File: src/sv/tcc_pkg.sv
// shared types, constants and helper functions for the tilt-compensated compass
`default_nettype none
package tcc_pkg;

  localparam int CORDIC_STEPS_DEF = 16;
  localparam int TABLE_LEN        = 24;

  localparam int ACC_W   = 14;
  localparam int FLD_W   = 16;
  localparam int M_W     = 18;
  localparam int S_W     = 30;
  localparam int ANG_W   = 16;
  localparam int Z_W     = 27;
  localparam int CW      = 54;
  localparam int TRIG_W  = 33;
  localparam int NUM_W   = 52;
  localparam int GAIN_W  = 16;
  localparam int MA_W    = 35;
  localparam int MB_W    = 34;
  localparam int MP_W    = MA_W + MB_W;
  localparam int RT_W    = 60;

  localparam logic [GAIN_W-1:0]       GAIN_RST    = 16'd13107;
  localparam logic signed [CW-1:0]    START_GAIN  = 54'sd652032874;
  localparam longint                  ACC_HI      = 64'sd8191 * 64'sd65536;
  localparam longint                  ACC_LO      = -64'sd8192 * 64'sd65536;
  localparam int                      ANGLE_LIMIT = 23040;
  localparam logic signed [Z_W-1:0]   QUARTER     = 27'sd5898240;

  typedef enum logic [1:0] {
    KIND_START = 2'd0,
    KIND_CAL   = 2'd1,
    KIND_MEAS  = 2'd2,
    KIND_NONE  = 2'd3
  } kind_t;

  typedef logic signed [ACC_W-1:0] acc_t;
  typedef logic signed [M_W-1:0]   m_t;

  typedef struct packed {
    acc_t ax;
    acc_t ay;
    acc_t az;
    m_t   mx;
    m_t   my;
    m_t   mz;
  } item_t;

  typedef enum logic [3:0] {
    ST_IDLE,
    ST_FILT_MUL,
    ST_FILT_ACC,
    ST_SQ1,
    ST_SQ2,
    ST_ROOT,
    ST_VLOAD,
    ST_VEC,
    ST_RLOAD,
    ST_ROT,
    ST_PROD,
    ST_OUT
  } state_t;

  // atan(2^-i) in degrees q.16
  function automatic logic signed [Z_W-1:0] atan_q16(input logic [4:0] i);
    logic signed [Z_W-1:0] v;
    case (i)
      5'd0:    v = 27'sd2949120;
      5'd1:    v = 27'sd1740967;
      5'd2:    v = 27'sd919879;
      5'd3:    v = 27'sd466945;
      5'd4:    v = 27'sd234379;
      5'd5:    v = 27'sd117304;
      5'd6:    v = 27'sd58666;
      5'd7:    v = 27'sd29335;
      5'd8:    v = 27'sd14668;
      5'd9:    v = 27'sd7334;
      5'd10:   v = 27'sd3667;
      5'd11:   v = 27'sd1833;
      5'd12:   v = 27'sd917;
      5'd13:   v = 27'sd458;
      5'd14:   v = 27'sd229;
      5'd15:   v = 27'sd115;
      5'd16:   v = 27'sd57;
      5'd17:   v = 27'sd29;
      5'd18:   v = 27'sd14;
      5'd19:   v = 27'sd7;
      5'd20:   v = 27'sd4;
      5'd21:   v = 27'sd2;
      5'd22:   v = 27'sd1;
      default: v = 27'sd0;
    endcase
    return v;
  endfunction

  // degrees q.16 to 1/128 degree, rounded and clamped
  function automatic logic signed [ANG_W-1:0] out_angle(input logic signed [Z_W-1:0] z);
    logic signed [Z_W:0] a;
    logic signed [ANG_W-1:0] r;
    a = (Z_W+1)'(z) + (Z_W+1)'(256);
    a = a >>> 9;
    if (a > (Z_W+1)'(ANGLE_LIMIT)) begin
      r = ANG_W'(ANGLE_LIMIT);
    end else if (a < -(Z_W+1)'(ANGLE_LIMIT)) begin
      r = -ANG_W'(ANGLE_LIMIT);
    end else begin
      r = ANG_W'(a);
    end
    return r;
  endfunction

endpackage
`default_nettype wire

File: src/sv/tcc_fifo.sv
// two-entry queue between front and back end
`default_nettype none
module tcc_fifo import tcc_pkg::*; (
  input  wire logic  clk,
  input  wire logic  rst_n,
  input  wire logic  push,
  input  item_t      push_data,
  output logic       full,
  input  wire logic  pop,
  output item_t      pop_data,
  output logic       empty
);

  item_t       mem_r [2];
  logic        wp_r, wp_nxt;
  logic        rp_r, rp_nxt;
  logic [1:0]  cnt_r, cnt_nxt;

  assign full     = (cnt_r == 2'd2);
  assign empty    = (cnt_r == 2'd0);
  assign pop_data = mem_r[rp_r];

  always_comb begin
    wp_nxt  = wp_r ^ push;
    rp_nxt  = rp_r ^ pop;
    cnt_nxt = cnt_r + 2'(push) - 2'(pop);
  end

  always_ff @(posedge clk) begin
    if (push) mem_r[wp_r] <= push_data;
  end

  always_ff @(posedge clk) begin
    if (!rst_n) begin
      wp_r  <= 1'b0;
      rp_r  <= 1'b0;
      cnt_r <= 2'd0;
    end else begin
      wp_r  <= wp_nxt;
      rp_r  <= rp_nxt;
      cnt_r <= cnt_nxt;
    end
  end

endmodule
`default_nettype wire

File: config.mk
export PLATFORM = sky130hd
export DESIGN_NAME = tcc_fifo
export DESIGN_NICKNAME = d
export VERILOG_FILES = /design/src/sv/tcc_pkg.sv /design/src/sv/tcc_fifo.sv
export SDC_FILE = /design/constraint.sdc
export NUM_CORES = 1
export LEC_CHECK = 0
export BUFFER_PORTS_ARGS = -buffer_cell sky130_fd_sc_hd__buf_2
export CAP_MARGIN = 20
export CORE_MARGIN = 4
export CORE_UTILIZATION = 40
export CTS_BUF_LIST = sky130_fd_sc_hd__clkbuf_8
export DETAILED_ROUTE_END_ITERATION = 10
export PLACE_DENSITY = 0.73
export SLEW_MARGIN = 20
export SYNTH_ARGS = -nofsm -noshare
export SYNTH_HDL_FRONTEND = slang
export SYNTH_SLANG_ARGS = --single-unit
File: constraint.sdc
create_clock -name clk -period 3.9 [get_ports clk]
set_input_delay 0.39 -clock clk [delete_from_list [all_inputs] [get_ports clk]]
set_output_delay 0.39 -clock clk [all_outputs]
set_load 0.03 [all_outputs]
Word level (Yosys, flattened, before mapping)
Memory sizes are Yosys's and may differ from the RTL's. A register that Yosys moved wholly into a read port is not among the register bits. Index checks and enable logic that the tools add are counted. W data, S select, Z words.

Flip-flop bits (word level): 4. Latch bits: 0. RAM bits: 192. Bits in read-only memories: 0. Input bits: 100. Output and inout bits: 98. Word-level logic and storage cells: 13. Memories: 1.

Add/subtract/negate cells: 2. Multipliers: 0. Div/mod/pow operators: 0. Magnitude comparators: 0. Equality and inequality tests: 1. Shifts and indexed selects: 0. Multiplexer cells: 3. Bitwise operators: 2. Reductions and logical operators: 1.

Memories: mem_r (depth 2, width 96, rd ports 1, clocked after memory_dff 1, write ports 1, RTL line tcc_fifo.sv:14) `item_t mem_r [2];`.

Operators by type and width (count): $mux W1 (3); $add A2 B1 Y2 (1); $eq A2 B2 Y1 const B (1); $logic_not A2 Y1 (1); $sub A2 B1 Y2 (1); $xor A1 B1 Y1 (2).

Longest topological paths before layout
Word-level depth: 2. Gate-level depth with buffers: 6. Depth with buffers taken out: 6.

Least setup slack after synthesis
No wires, ideal clock.

Kind: input -> register. Start point: input port push. End point: memory mem_r[0][0] (netlist name), enable pin. Library setup time: 0.466 ns. Arrival time: 2.667 ns. Required time: 3.434 ns. Setup slack: 0.767 ns. Cell stages on the path: 1. Buffers on the path: 0. Cell sequence: ha_1.

Word-level cells in the longest chain between the ends: 2.

Ends and longest elaborated chain: start, declared (RTL line tcc_fifo.sv:6) `input wire logic push,`; $mux W1 (RTL line tcc_fifo.sv:30) `if (push) mem_r[wp_r] <= push_data;`; $mux W1 (implied by the code) (RTL line tcc_fifo.sv:30); end, declared (RTL line tcc_fifo.sv:14).

Every way passes these cells.

==> reports/results.tsv <==
stage	metric	value	unit
power	internal power	3.23	mW
clocking	clk_lat worst skew	450	ps
final_layout	final core utilization	49.5	%
clocking	H-tree Lvls	4	
hold_path	worst hold-check path type	input port to flip-flop	
sta	fin crit period	2630	ps
flow_run	max cap viols	0	
worst_setup_path	critical path cell sequence	buf_12, mux2_2, buf_2	
floorplan	Die ar.	20600	um^2
grt	largest net degree at the start of global routing	54	
synth	Mean Syn Cell Area	23.0	um^2
floorplan	Initial Util	40.8	%
clocking	TritonCTS Sinks	197	
synth	synth warn	0	
sta	Clock Skew	6.07	ps
sta	Final Setup Violations	0	
routing	Vias/cell	4.74	
power	Peak VDD IR	268	uV
final_layout	Filler cells	1499	
sta	Slew HR	56.9	%
outcome	run status	completed	
final_layout	nets	634	
worst_setup_path	CP Max Fanout	53	
power	Pwr Density	491	nW/um^2
worst_setup_path	R2R depth	3	
routing	WL per Instance	17.5	um
sta	Final Hold Vio Count	0	
synth	flops & latches, synth	197	
power	switching share of power	26.2	%
clocking	hold buffer count at cts	0	
routing	routed metal-1 wirelength	5230	um
grt	total track usage	13.1	%
worst_setup_path	WP buf/inv	2	
worst_setup_path	kind of critical path	flip-flop to output port	
floorplan	Core Region	18000	um^2
power	sequential power share	57.5	%
synth	sequential area share after synthesis	79.7	%
clocking	Bufs on Longest Clock Path	2	
synth	Post-Syn Nets	424	
final_layout	share of post-route cells with drive strength above 1	59.8	%
sta	Final Cycle Share	67.5	%
sta	Slew @ Worst Pin	646	ps
worst_setup_path	CP max stage delay	780	ps
worst_setup_path	internal reg-to-reg setup slack	1950	ps
routing	met2 WL	7040	um
synth	Post-Synthesis Cells	320	
power	leak pwr	3.41	nW
routing	routed vias	3660	
sta	maximum clock rate	380	MHz
worst_setup_path	CP max-delay cell	dfxtp_4	
routing	number of DRC markers in iteration 0	176	
floorplan	io pins	198	
placed_design	DP Cell Count	740	
clocking	Worst-path clk slew	90	ps
floorplan	FP Rows	49	
synth	most area-consuming cells after synthesis	edfxtp_1, mux2_2, mux2_4	
clocking	cts repair resizes	0	
final_layout	most common cell after layout, fill and taps aside	buf_2	
sta	total negative slack	0	ps
routing	WL met3	1030	um
worst_setup_path	Critical Path RT	3510	ps
routing	1st-pass router iterations	4	
power	Clock Power Share	26.2	%
placed_design	GPL Wtd Cong	0.712	
placed_design	PortBufs	197	
sta	pins over their slew limit	0	
routing	DR top layer	met4	
routing	Final ANT Viol Nets	0	
floorplan	Die H	144	um
synth	area share of the largest cell type after synthesis	78.3	%
clocking	CTS root buffer	clkbuf_8	
power	Combinational Power Share	16.2	%
grt	first-pass GRT wire length	20100	um
clocking	cts bufs inserted	17	
synth	area leader, netlist	edfxtp_1	
floorplan	Die X	144	um
worst_setup_path	critical path arrival	2240	ps
worst_setup_path	Worst R2R Start	wp_r	
final_layout	Syn-to-layout area delta	21.1	%
grt	vias in the first global route	3959	
clocking	number of buffers added for setup after CTS	0	
synth	cell area after synthesis	7360	um^2
worst_setup_path	Crit Reg-Reg Endpoint	mem_r[0][69]	
worst_setup_path	critical path depth	3	
placed_design	DP Wirelength	9280	um
worst_setup_path	delay-heaviest family, CP	flip-flops	
synth	Netlist cell types	15	
routing	Routed WL	13500	um
worst_setup_path	CP Launch Type	flip-flop	
routing	detailed-route DRC error count	0	
clocking	CTS tree	done	
grt	initial antenna violation count	0	
power	Tot Pwr	4.38	mW
grt	grt total ovfl	0	
final_layout	Final Non-Filler Cells	772	
worst_setup_path	Critical Path Sink Type	output port	
power	Psw	1.15	mW
final_layout	most frequent cells in the layout	buf_2, edfxtp_1, mux2_2	
sta	RSZ-0062 raised after global routing	no	
worst_setup_path	Setup crit end	pop_data[38]	
-- synthesized netlist by cell type (all sizes together) --
cell type	count
xnor3	1
nor2b	3
dfxtp	5
xor2	1
mux2	96
nor2	1
buf	11
ha	4
and2	3
inv	3
edfxtp	192
-- cell type report --
cell class	count	area (um^2)	share of cell area [%]
Tap cell	229	287	3.21
Antenna cell	1	2.50	0.0281
Inverter	3	11.3	0.126
Timing Repair Buffer	202	1040	11.6
Multi-Input combinational cell	109	1380	15.5
Clock buffer	17	234	2.62
Sequential cell	197	5870	65.8
Clock inverter	14	98.8	1.11
-- flip-flops by register name, indices dropped and copies added, names as in the netlist, named ones only --
| name | flops |
|---|---|
| rp_r | 1 |
| cnt_r | 2 |
| mem_r | 192 |
| wp_r | 1 |
-- worst register-to-register path, stage by stage, from the launching register on --
cell and delay (ps):
dfxtp_1 340, inv_1 90, ha_4 520, buf_4 610
-- stage by stage --
step	worst slack (ps)	cell area [um^2]	hold slack, ps
floorplan	767	7360	489
global placement	1730	8580	569
detailed placement	1680	8580	579
CTS	1190	8910	75.4
global route	1100	8910	62.3
finish	1270	8920	123
-- metal layers --
| layer | vias to the layer above | track usage, % |
|---|---|---|
| li1 | 1679 | - |
| met1 | 1819 | 14.5 |
| met2 | 147 | 22.8 |
| met3 | 15 | 5.09 |
| met4 | 0 | 4.86 |
| met5 | - | 0 |
-- power groups by stage --
stage | combinational, mW | sequential (mW) | clock (mW)
global route | 0.755 | 2.53 | 1.29
CTS | 0.725 | 2.52 | 1.19
global placement | 0.709 | 2.56 | 0
finish | 0.711 | 2.52 | 1.15
detailed placement | 0.723 | 2.57 | 0
floorplan | 0.534 | 2.55 | 0
-- logic make-up (layout without fill, tap and decap cells) --
kind of cell               Yosys count  after routing  synth area share [%]
buffers and inverters               14            236                  1.94
adders and majority gates            4              4                 0.680
and+or+nand+nor                      7              7                 0.561
other                                0              1                     0
DFF                                197            197                  79.7
xor gates and xnor gates             2              2                 0.425
muxes                               96             96                  16.7
-- how the worst min path moves through the flow --
stage,startpoint,to,slack (ps),depth (start not counted)
3_5_place_dp,rp_r,flip-flop,580,2
6_report,push_data[21],mem_r[1][21],120,1
4_1_cts,push_data[7],mem_r[0][7],80,1
5_1_grt,push_data[11],mem_r[0][11],60,1
3_3_place_gp,rp_r,flip-flop,570,2
2_1_floorplan,push_data[0],mem_r[0][0],490,0
No activity file was read; power rests on OpenSTA's default activity.
