`config.mk`:
```
export PLATFORM = sky130hd
export DESIGN_NAME = tcc_front
export DESIGN_NICKNAME = d
export VERILOG_FILES = /design/src/sv/tcc_pkg.sv /design/src/sv/tcc_front.sv
export SDC_FILE = /design/constraint.sdc
export NUM_CORES = 1
export LEC_CHECK = 0
export BUFFER_PORTS_ARGS = -buffer_cell sky130_fd_sc_hd__buf_4
export CORE_MARGIN = 2
export CORE_UTILIZATION = 45
export CTS_CLUSTER_SIZE = 14
export DETAILED_ROUTE_END_ITERATION = 16
export PLACE_DENSITY = 0.68
export SLEW_MARGIN = 0
export SYNTH_ARGS = -nofsm -noshare
export SYNTH_HDL_FRONTEND = slang
export SYNTH_SLANG_ARGS = --single-unit
```
`constraint.sdc`:
```
create_clock -name clk -period 11.5 [get_ports clk]
set_input_delay 3.45 -clock clk [delete_from_list [all_inputs] [get_ports clk]]
set_output_delay 3.45 -clock clk [all_outputs]
set_load 0.02 [all_outputs]
```
`src/sv/tcc_pkg.sv`:
```
// shared types, constants and helper functions for the tilt-compensated compass
`default_nettype none
package tcc_pkg;

  localparam int CORDIC_STEPS_DEF = 16;
  localparam int TABLE_LEN        = 24;

  localparam int ACC_W   = 14;
  localparam int FLD_W   = 16;
  localparam int M_W     = 18;
  localparam int S_W     = 30;
  localparam int ANG_W   = 16;
  localparam int Z_W     = 27;
  localparam int CW      = 54;
  localparam int TRIG_W  = 33;
  localparam int NUM_W   = 52;
  localparam int GAIN_W  = 16;
  localparam int MA_W    = 35;
  localparam int MB_W    = 34;
  localparam int MP_W    = MA_W + MB_W;
  localparam int RT_W    = 60;

  localparam logic [GAIN_W-1:0]       GAIN_RST    = 16'd13107;
  localparam logic signed [CW-1:0]    START_GAIN  = 54'sd652032874;
  localparam longint                  ACC_HI      = 64'sd8191 * 64'sd65536;
  localparam longint                  ACC_LO      = -64'sd8192 * 64'sd65536;
  localparam int                      ANGLE_LIMIT = 23040;
  localparam logic signed [Z_W-1:0]   QUARTER     = 27'sd5898240;

  typedef enum logic [1:0] {
    KIND_START = 2'd0,
    KIND_CAL   = 2'd1,
    KIND_MEAS  = 2'd2,
    KIND_NONE  = 2'd3
  } kind_t;

  typedef logic signed [ACC_W-1:0] acc_t;
  typedef logic signed [M_W-1:0]   m_t;

  typedef struct packed {
    acc_t ax;
    acc_t ay;
    acc_t az;
    m_t   mx;
    m_t   my;
    m_t   mz;
  } item_t;

  typedef enum logic [3:0] {
    ST_IDLE,
    ST_FILT_MUL,
    ST_FILT_ACC,
    ST_SQ1,
    ST_SQ2,
    ST_ROOT,
    ST_VLOAD,
    ST_VEC,
    ST_RLOAD,
    ST_ROT,
    ST_PROD,
    ST_OUT
  } state_t;

  // atan(2^-i) in degrees q.16
  function automatic logic signed [Z_W-1:0] atan_q16(input logic [4:0] i);
    logic signed [Z_W-1:0] v;
    case (i)
      5'd0:    v = 27'sd2949120;
      5'd1:    v = 27'sd1740967;
      5'd2:    v = 27'sd919879;
      5'd3:    v = 27'sd466945;
      5'd4:    v = 27'sd234379;
      5'd5:    v = 27'sd117304;
      5'd6:    v = 27'sd58666;
      5'd7:    v = 27'sd29335;
      5'd8:    v = 27'sd14668;
      5'd9:    v = 27'sd7334;
      5'd10:   v = 27'sd3667;
      5'd11:   v = 27'sd1833;
      5'd12:   v = 27'sd917;
      5'd13:   v = 27'sd458;
      5'd14:   v = 27'sd229;
      5'd15:   v = 27'sd115;
      5'd16:   v = 27'sd57;
      5'd17:   v = 27'sd29;
      5'd18:   v = 27'sd14;
      5'd19:   v = 27'sd7;
      5'd20:   v = 27'sd4;
      5'd21:   v = 27'sd2;
      5'd22:   v = 27'sd1;
      default: v = 27'sd0;
    endcase
    return v;
  endfunction

  // degrees q.16 to 1/128 degree, rounded and clamped
  function automatic logic signed [ANG_W-1:0] out_angle(input logic signed [Z_W-1:0] z);
    logic signed [Z_W:0] a;
    logic signed [ANG_W-1:0] r;
    a = (Z_W+1)'(z) + (Z_W+1)'(256);
    a = a >>> 9;
    if (a > (Z_W+1)'(ANGLE_LIMIT)) begin
      r = ANG_W'(ANGLE_LIMIT);
    end else if (a < -(Z_W+1)'(ANGLE_LIMIT)) begin
      r = -ANG_W'(ANGLE_LIMIT);
    end else begin
      r = ANG_W'(a);
    end
    return r;
  endfunction

endpackage
`default_nettype wire

```
`src/sv/tcc_front.sv`:
```
// front end: accepts words, keeps hard-iron calibration, queues measurements
`default_nettype none
module tcc_front import tcc_pkg::*; (
  input  wire logic        clk,
  input  wire logic        rst_n,
  input  wire logic        in_tvalid,
  output logic             in_tready,
  input  wire logic [95:0] in_tdata,  // accel_x, accel_y, accel_z, field_x, field_y, field_z
  input  wire logic [1:0]  in_tuser,  // kind
  output logic             q_push,
  output item_t            q_data,
  input  wire logic        q_full
);

  logic signed [FLD_W-1:0] fmin_r [3];
  logic signed [FLD_W-1:0] fmax_r [3];
  logic signed [FLD_W-1:0] fmin_nxt [3];
  logic signed [FLD_W-1:0] fmax_nxt [3];
  logic signed [FLD_W-1:0] fld [3];
  m_t                      m [3];
  kind_t                   kind;
  logic                    acc_ok;

  assign kind      = kind_t'(in_tuser);
  assign in_tready = !q_full;
  assign acc_ok    = in_tvalid && in_tready;

  assign fld[0] = $signed(in_tdata[57:42]);
  assign fld[1] = $signed(in_tdata[73:58]);
  assign fld[2] = $signed(in_tdata[89:74]);

  always_comb begin
    for (int i = 0; i < 3; i++) begin
      fmin_nxt[i] = fmin_r[i];
      fmax_nxt[i] = fmax_r[i];
      m[i] = M_W'($signed({fld[i], 1'b0})) - (M_W'(fmax_r[i]) + M_W'(fmin_r[i]));
      if (acc_ok) begin
        case (kind)
          KIND_START: begin
            fmin_nxt[i] = fld[i];
            fmax_nxt[i] = fld[i];
          end
          KIND_CAL: begin
            if (fld[i] > fmax_r[i]) fmax_nxt[i] = fld[i];
            if (fld[i] < fmin_r[i]) fmin_nxt[i] = fld[i];
          end
          default: begin
          end
        endcase
      end
    end
  end

  assign q_push    = acc_ok && (kind == KIND_MEAS);
  assign q_data.ax = $signed(in_tdata[13:0]);
  assign q_data.ay = $signed(in_tdata[27:14]);
  assign q_data.az = $signed(in_tdata[41:28]);
  assign q_data.mx = m[0];
  assign q_data.my = m[1];
  assign q_data.mz = m[2];

  always_ff @(posedge clk) begin
    if (!rst_n) begin
      for (int i = 0; i < 3; i++) begin
        fmin_r[i] <= '0;
        fmax_r[i] <= '0;
      end
    end else begin
      for (int i = 0; i < 3; i++) begin
        fmin_r[i] <= fmin_nxt[i];
        fmax_r[i] <= fmax_nxt[i];
      end
    end
  end

endmodule
`default_nettype wire

```
Word-level counts from Yosys, hierarchy flattened. Memories as Yosys holds them, arrays and structs flattened. Cells that the tools add are included.

Add/subtract/negate cells: 6. $lt $le $gt $ge: 6. Eq/ne operators: 2. Muxes and demuxes: 26. Bitwise gates (word level): 6. Reductions and logical operators: 4.

Operator list (number): 16-bit two-way mux (18); 16-bit case mux with 2 select lines (6); 17-bit by 17-bit subtractor with 18-bit output (3); 16-bit by 16-bit adder with 17-bit output (3); 16-bit > comparator (3); 16-bit less-than comparator (3); 1-bit OR (6); 2-bit by 1-bit equality test with 1-bit output, second input constant (1); 2-bit equality test, second input constant (1); 1-bit logical AND (2); 2-bit zero test (1); 1-bit two-way mux (2); 1-bit zero test (1).

Bits in registers: 0. Bits in writable memories: 96. Bits of input ports: 102. Logic and storage cells: 52. Memories: 2.

Memory list: fmax_r (words 3, bits a word 16, rd ports 3, clocked after Yosys merged registers in 0, wr ports 3, line tcc_front.sv:16) `logic signed [FLD_W-1:0] fmax_r [3];`; fmin_r (words 3, bits a word 16, rd ports 3, clocked after Yosys merged registers in 0, wr ports 3, line tcc_front.sv:15) `logic signed [FLD_W-1:0] fmin_r [3];`.

Longest topological paths before layout. Gate-level depths: netlist of the first run.

Word-level depth: 5. Mapped depth: 11.

Worst setup path after synthesis of the first run. OpenSTA, ideal clock, no wires.

Path kind: in2out. Start point: in in_tdata[79]. End point: out q_data[17] in the netlist's numbering. Data arrival time: 6.079 ns. Required time: 8.050 ns. Setup slack: 1.971 ns. Stages on the path: 9. Path through: fa_1 ha_1 clkbuf_1 a21o_1 a2111oi_0 o211ai_1 a221oi_1 o21ai_0 xnor2_1.

RTL lines: start: declaration (line tcc_front.sv:8) `input wire logic [95:0] in_tdata,`; end: declaration (line tcc_front.sv:11) `output item_t q_data,`.

==> flow_metrics.tcl, run 1 <==
set metrics [dict create \
    ir_drop_mv 0.0756 \
    drc 0 \
    wl_mm 20.1 \
    htreeDepth 3 \
    hold_viol 0 \
    crit_chain "buf_4 -> fa_1 -> ha_1 -> a211oi_1 -> nor3_1 -> a2111oi_0 -> o211ai_1 -> a221oi_1 -> o21ai_0 -> xnor2_1 -> buf_4" \
    synthToLayoutAreaGrowth_pct 11.0 \
    ff_latch_area_um2 1920 \
    final_nets 1450 \
    drive_gt1_share_pct 11.9 \
    ant_nets 0 \
    synth-edff-count 0 \
    antenna_found_initial 0 \
    clk_latency_ns 0.35 \
    setup_tns_ns 0 \
    cts.sinks 96 \
    post_cts_buffers 0 \
    crit_type "in -> out" \
    clk_pin_slew_worst_paths_ns 0.07 \
    status "complete, no violations" \
    netlist_area_um2 9500 \
    cp_common_cell "buf_4" \
    cts_buffer_depth 2 \
    crit_arrival_ns 6.75 \
    die_h_um 149 \
    ys_ff_latch 96 \
    core-area_um2 20900 \
    cts_hold_buf 0 \
    dpl_cell_area_um2 10200 \
    worst_pin_slew_ns 1.15 \
    port_buffers 109 \
    path_depth 11 \
    cts-root-buf "clkbuf_16" \
    required_ns 8.05 \
    yosys.area.top_type "dfxtp_1" \
    die_area_um2 22300 \
    grt_pass1_vias 7243 \
    rrSetupSlack_ns 8.33 \
    critPathBufInv 2 \
    rsz0062_at_grt "false" \
    finalSetupViolCount 0 \
    worst_clock_skew_ns 0.00881 \
    maxSlewHeadroom_pct 23.4 \
    synthCells 1099 \
    start_kind "primary input" \
    dpl.hpwl_mm 16.4 \
    drt-pass1-iter-count 4 \
    overflow 0 \
    n_antenna_cell 0 \
    drt-initial-drc-count 279 \
    grtUsageTotal_pct 18.6 \
    synthTopCellsByArea "dfxtp_1, ha_1, mux2i_1, fa_1, nand2_1" \
    synth-async-reset-ratio_pct 0 \
    die_w_um 149 \
    critPathSlowestCell "a2111oi_0" \
    period_share_pct 88.7 \
    tritoncts "yes" \
    rows 53 \
    multi_input_area_um2 6650 \
    grt_max_degree 83 \
    cts_buffers 9 \
    num_vias 7429 \
    num-fill-cells 2010 \
    syn_nets 1398 \
    r2r_cells 8 \
    post_cts_resize_count 0 \
    yosys_warnings 0 \
    hold_path_depth 2 \
    hold_class "reg -> reg" \
    power_density_nw_per_um2 114 \
    p_leak_uw 0.00469 \
    design_area_um2 10600 \
    io_pins 200 \
    crit_path_end_kind "output port" \
    synth_top_area_share_pct 20.2 \
    synth_common_cells "nand2_1, ha_1, inv_1" \
    grt_pass1_wl_mm 33.8 \
    start_util_pct 45.5 \
    fmax_mhz 98.1 \
    gp_congestion 0.829 \
    min_period_ns 10.20 \
    syn_area_per_cell_um2 8.65 \
    yosys.cell_count.top_type "nand2_1" \
    synth_ff_type "dfxtp_1" \
    maxCapViolCount 0 \
    slew_violations 0 \
    max_stage_delay_ns 0.82 \
    viasPerCell 5.19 \
    crit_family "compound AO/OA/AOI/OAI gates" \
    cp_max_fo 5 \
    wl_per_cell_um 14.1 \
    synth_seq_area_share_pct 20.2 \
    synth.distinct_cells 50 \
]
## kinds of logic after synthesis
logic type	share of synthesized area, %
AOI/OAI and AO/OA	12.5
DFF	20.2
xor gates and xnor gates	4.52
and+or+nand+nor	12.9
buffers and inverters	9.93
adders and majority gates	29.7
muxes	10.2
## metal layers
layer / global-route usage, % / wire length (µm) / vias up
li1: - / - / 3817
met1: 24.7 / 9530 / 3486
met2: 31.5 / 9690 / 106
met3: 2.81 / 653 / 20
met4: 5.29 / 270 / 0
met5: 0 / 0 / -
## cell type report
| cell class | instances | share of cell area (%) |
|---|---|---|
| timing repair buffer | 113 | 8.04 |
| clock inverter | 7 | 0.735 |
| tap | 275 | 3.26 |
| multi-input combinational | 802 | 63.0 |
| clock buffer | 9 | 2.13 |
| sequential | 96 | 18.2 |
| inverter | 129 | 4.59 |
## layout by cell type (no fill, tap or decap), types with 27 or more instances in the layout
master	instances
nand2_1	171
ha_1	149
inv_1	129
buf_4	113
mux2i_1	97
dfxtp_1	96
a21oi_1	56
fa_1	48
xnor2_1	36
o21ai_0	27
## flip-flops by register name, indices dropped and copies added, names as in the netlist
name / count
fmax_r: 48
fmin_r: 48
## where the power goes
part	total [µW]	internal (µW)	switching (µW)	leakage, µW
registers	351	344	6.58	0.000779
logic	543	240	303	0.00377
clock network	312	171	140	0.000147
## stage by stage
step | cells | worst slack (ns) | power, µW | hold slack (ns) | util (%)
floorplan | 1099 | 1.97 | 740 | 0.435 | -
global placement | 1415 | 1.24 | 896 | 0.444 | 49.1
detailed placement | 1415 | 1.22 | 903 | 0.450 | 49.1
CTS | 1431 | 1.20 | 1220 | 0.462 | 50.5
global route | 1431 | 1.10 | 1290 | 0.485 | 50.5
finish | 1431 | 1.30 | 1210 | 0.459 | 50.5
## worst reg2reg max path: stages (launching register included)
cell     delay (ns)
dfxtp_1        0.38
inv_1          0.09
ha_1           0.34
and4_1         0.23
nand2_1        0.08
or4_4          0.55
o31ai_1        0.31
a211o_1        0.83
mux2i_1        0.28
## worst paths after layout
check / startpoint / to
setup / recovery: in_tdata[75] / q_data[17]
setup reg to reg: fmax_r[0][31] / fmax_r[0][27]
hold reg to reg: fmax_r[0][30] / fmax_r[0][30]
hold / removal: fmax_r[0][30] / fmax_r[0][30]
No activity file was read; power rests on OpenSTA's default activity.
==> run 2, diff against run 1 <==
- REMOVE_ABC_BUFFERS: default -> 1
==> run 2 against run 1 <==
Count of clock-buffer cells in the layout rose by 2. Global-route usage rose by 2.1 points. Largest power group unchanged. Critical path depth is the same. Critical endpoint is now q_data[34].
==> flow_metrics.tcl, run 2 (synthesis results as in run 1) <==
set metrics [dict create \
    crit_path_end_kind "output port" \
    finalSetupViolCount 0 \
    start_kind "primary input" \
    ff_latch_area_um2 1920 \
    ir_drop_mv 0.0674 \
    postLayoutCoreUtil_pct 50.6 \
    cts-root-buf "clkbuf_16" \
    fmax_mhz 99.6 \
    hold_class "reg -> reg" \
    cp_max_fo 4 \
    grt_max_degree 80 \
    period_share_pct 87.3 \
    cts_buffers 9 \
    crit_arrival_ns 6.59 \
    num-fill-cells 2017 \
    io_pins 200 \
    rrSetupSlack_ns 8.24 \
    status "complete, no violations" \
    p_leak_uw 0.00470 \
    core-area_um2 20900 \
    cts_hold_buf 0 \
    p_comb_share_pct 44.6 \
    die_area_um2 22300 \
    drive_gt1_share_pct 11.8 \
    power.clock.fraction_pct 26.7 \
    crit_family "compound AO/OA/AOI/OAI gates" \
    maxCapViolCount 0 \
    reg_top3 "fmax_r (48), fmin_r (48)" \
    critPathBufInv 2 \
    final_nets 1451 \
    clk_latency_ns 0.35 \
    swShare_pct 36.6 \
    clk_pin_slew_worst_paths_ns 0.07 \
    rsz0062_at_grt "false" \
    drt-pass1-iter-count 7 \
    cp_common_cell "buf_4" \
    synthToLayoutAreaGrowth_pct 11.2 \
    max_stage_delay_ns 0.65 \
    rows 53 \
    netSwitchingPower_uw 447 \
    overflow 0 \
    post_cts_resize_count 0 \
    crit_type "in -> out" \
    grt_pass1_wl_mm 36.9 \
    critPathSlowestCell "o32ai_1" \
    power_density_nw_per_um2 116 \
    required_ns 8.05 \
    slew_violations 0 \
    min_period_ns 10.04 \
    r2r_end "fmax_r[0][17]" \
    grtUsageTotal_pct 20.7 \
    min_to "fmax_r[0][6]" \
    die_w_um 149 \
    wl_mm 22.7 \
    maxSlewHeadroom_pct 24.5 \
    start_util_pct 45.5 \
    wl_per_cell_um 15.9 \
    htreeDepth 3 \
    num_vias 7603 \
    final_common_cell "nand2_1" \
    layout_common_cells "nand2_1, ha_1, inv_1" \
    drt-initial-drc-count 295 \
    post_cts_buffers 0 \
    worst_clock_skew_ns 0.00873 \
    dpl.hpwl_mm 18.3 \
    drc 0 \
    r2r-start "fmax_r[0][31]" \
    gp_congestion 0.843 \
    r2r_cells 8 \
    cts.sinks 96 \
    crit_chain "buf_4 -> fa_1 -> ha_1 -> nor2b_1 -> o31a_1 -> o32ai_1 -> o21bai_1 -> a221o_1 -> a21oi_1 -> xnor2_1 -> buf_4" \
    seq_power_share_pct 28.7 \
    hold_viol 0 \
    setup_tns_ns 0 \
    worst_pin_slew_ns 1.13 \
    ant_nets 0 \
    tritoncts "yes" \
    grt_pass1_vias 7439 \
    min_from "fmax_r[0][6]" \
    multi_input_area_um2 6650 \
    port_buffers 109 \
    die_h_um 149 \
    cts_buffer_depth 2 \
    hold_path_depth 2 \
    antenna_found_initial 0 \
    n_antenna_cell 0 \
    p_int_uw 776 \
    viasPerCell 5.31 \
]
-- run 2: cell types whose count changed in the layout (fill, tap and decap cells not counted) --
cell	before	now
bufinv_16	1	2
buf_4	113	114
clkbuf_1	0	2
inv_6	3	0
-- run 2: how the worst max path moves through the flow --
stage,startpoint,endpoint,cells after the start
finish,in_tdata[59],q_data[34],11
detailed placement,in_tdata[75],q_data[16],11
global placement,in_tdata[75],q_data[16],11
floorplan,in_tdata[75],q_data[17],9
CTS,in_tdata[75],q_data[16],11
global route,in_tdata[75],q_data[17],12
-- run 2: power groups by stage --
stage	Combinational (µW)	Sequential, µW	Clock [µW]
after floorplan	354	357	0
after global placement	542	358	0
after detailed placement	547	359	0
after CTS	550	351	334
after global routing	605	352	348
final	546	351	326
-- run 2: worst register-to-register path, delay by kind of cell (launching register included) --
kind	cells	cell delay, ns
DFF	1	0.37
buffers and inverters	1	0.10
AOI/OAI and AO/OA	2	1.20
and+or+nand+nor	3	0.89
muxes	1	0.29
adders and majority gates	1	0.33
-- run 2: metal layers --
layer,track usage (%),up-vias,wire [µm]
li1,-,3814,-
met1,27.4,3576,10600
met2,32.1,183,10100
met3,6.70,28,1640
met4,5.71,2,333
met5,5.00,-,82
-- run 2: area by class of cell --
type	count	share of cell area, %
multi-input combinational	802	62.9
sequential	96	18.2
timing repair buffer	114	8.10
inverter	129	4.58
tap	275	3.26
clock buffer	11	2.20
clock inverter	5	0.769
-- run 2: through the flow --
stage | power (µW) | hold slack (ns) | cell area, µm² | setup WS, ns | std cells
after floorplan | 711 | 0.435 | 9040 | 2.00 | 1027
final | 1220 | 0.458 | 10600 | 1.46 | 1432
after global placement | 900 | 0.443 | 10300 | 1.49 | 1416
after global routing | 1300 | 0.477 | 10600 | 1.21 | 1432
after detailed placement | 905 | 0.448 | 10300 | 1.49 | 1416
after CTS | 1240 | 0.460 | 10600 | 1.47 | 1432
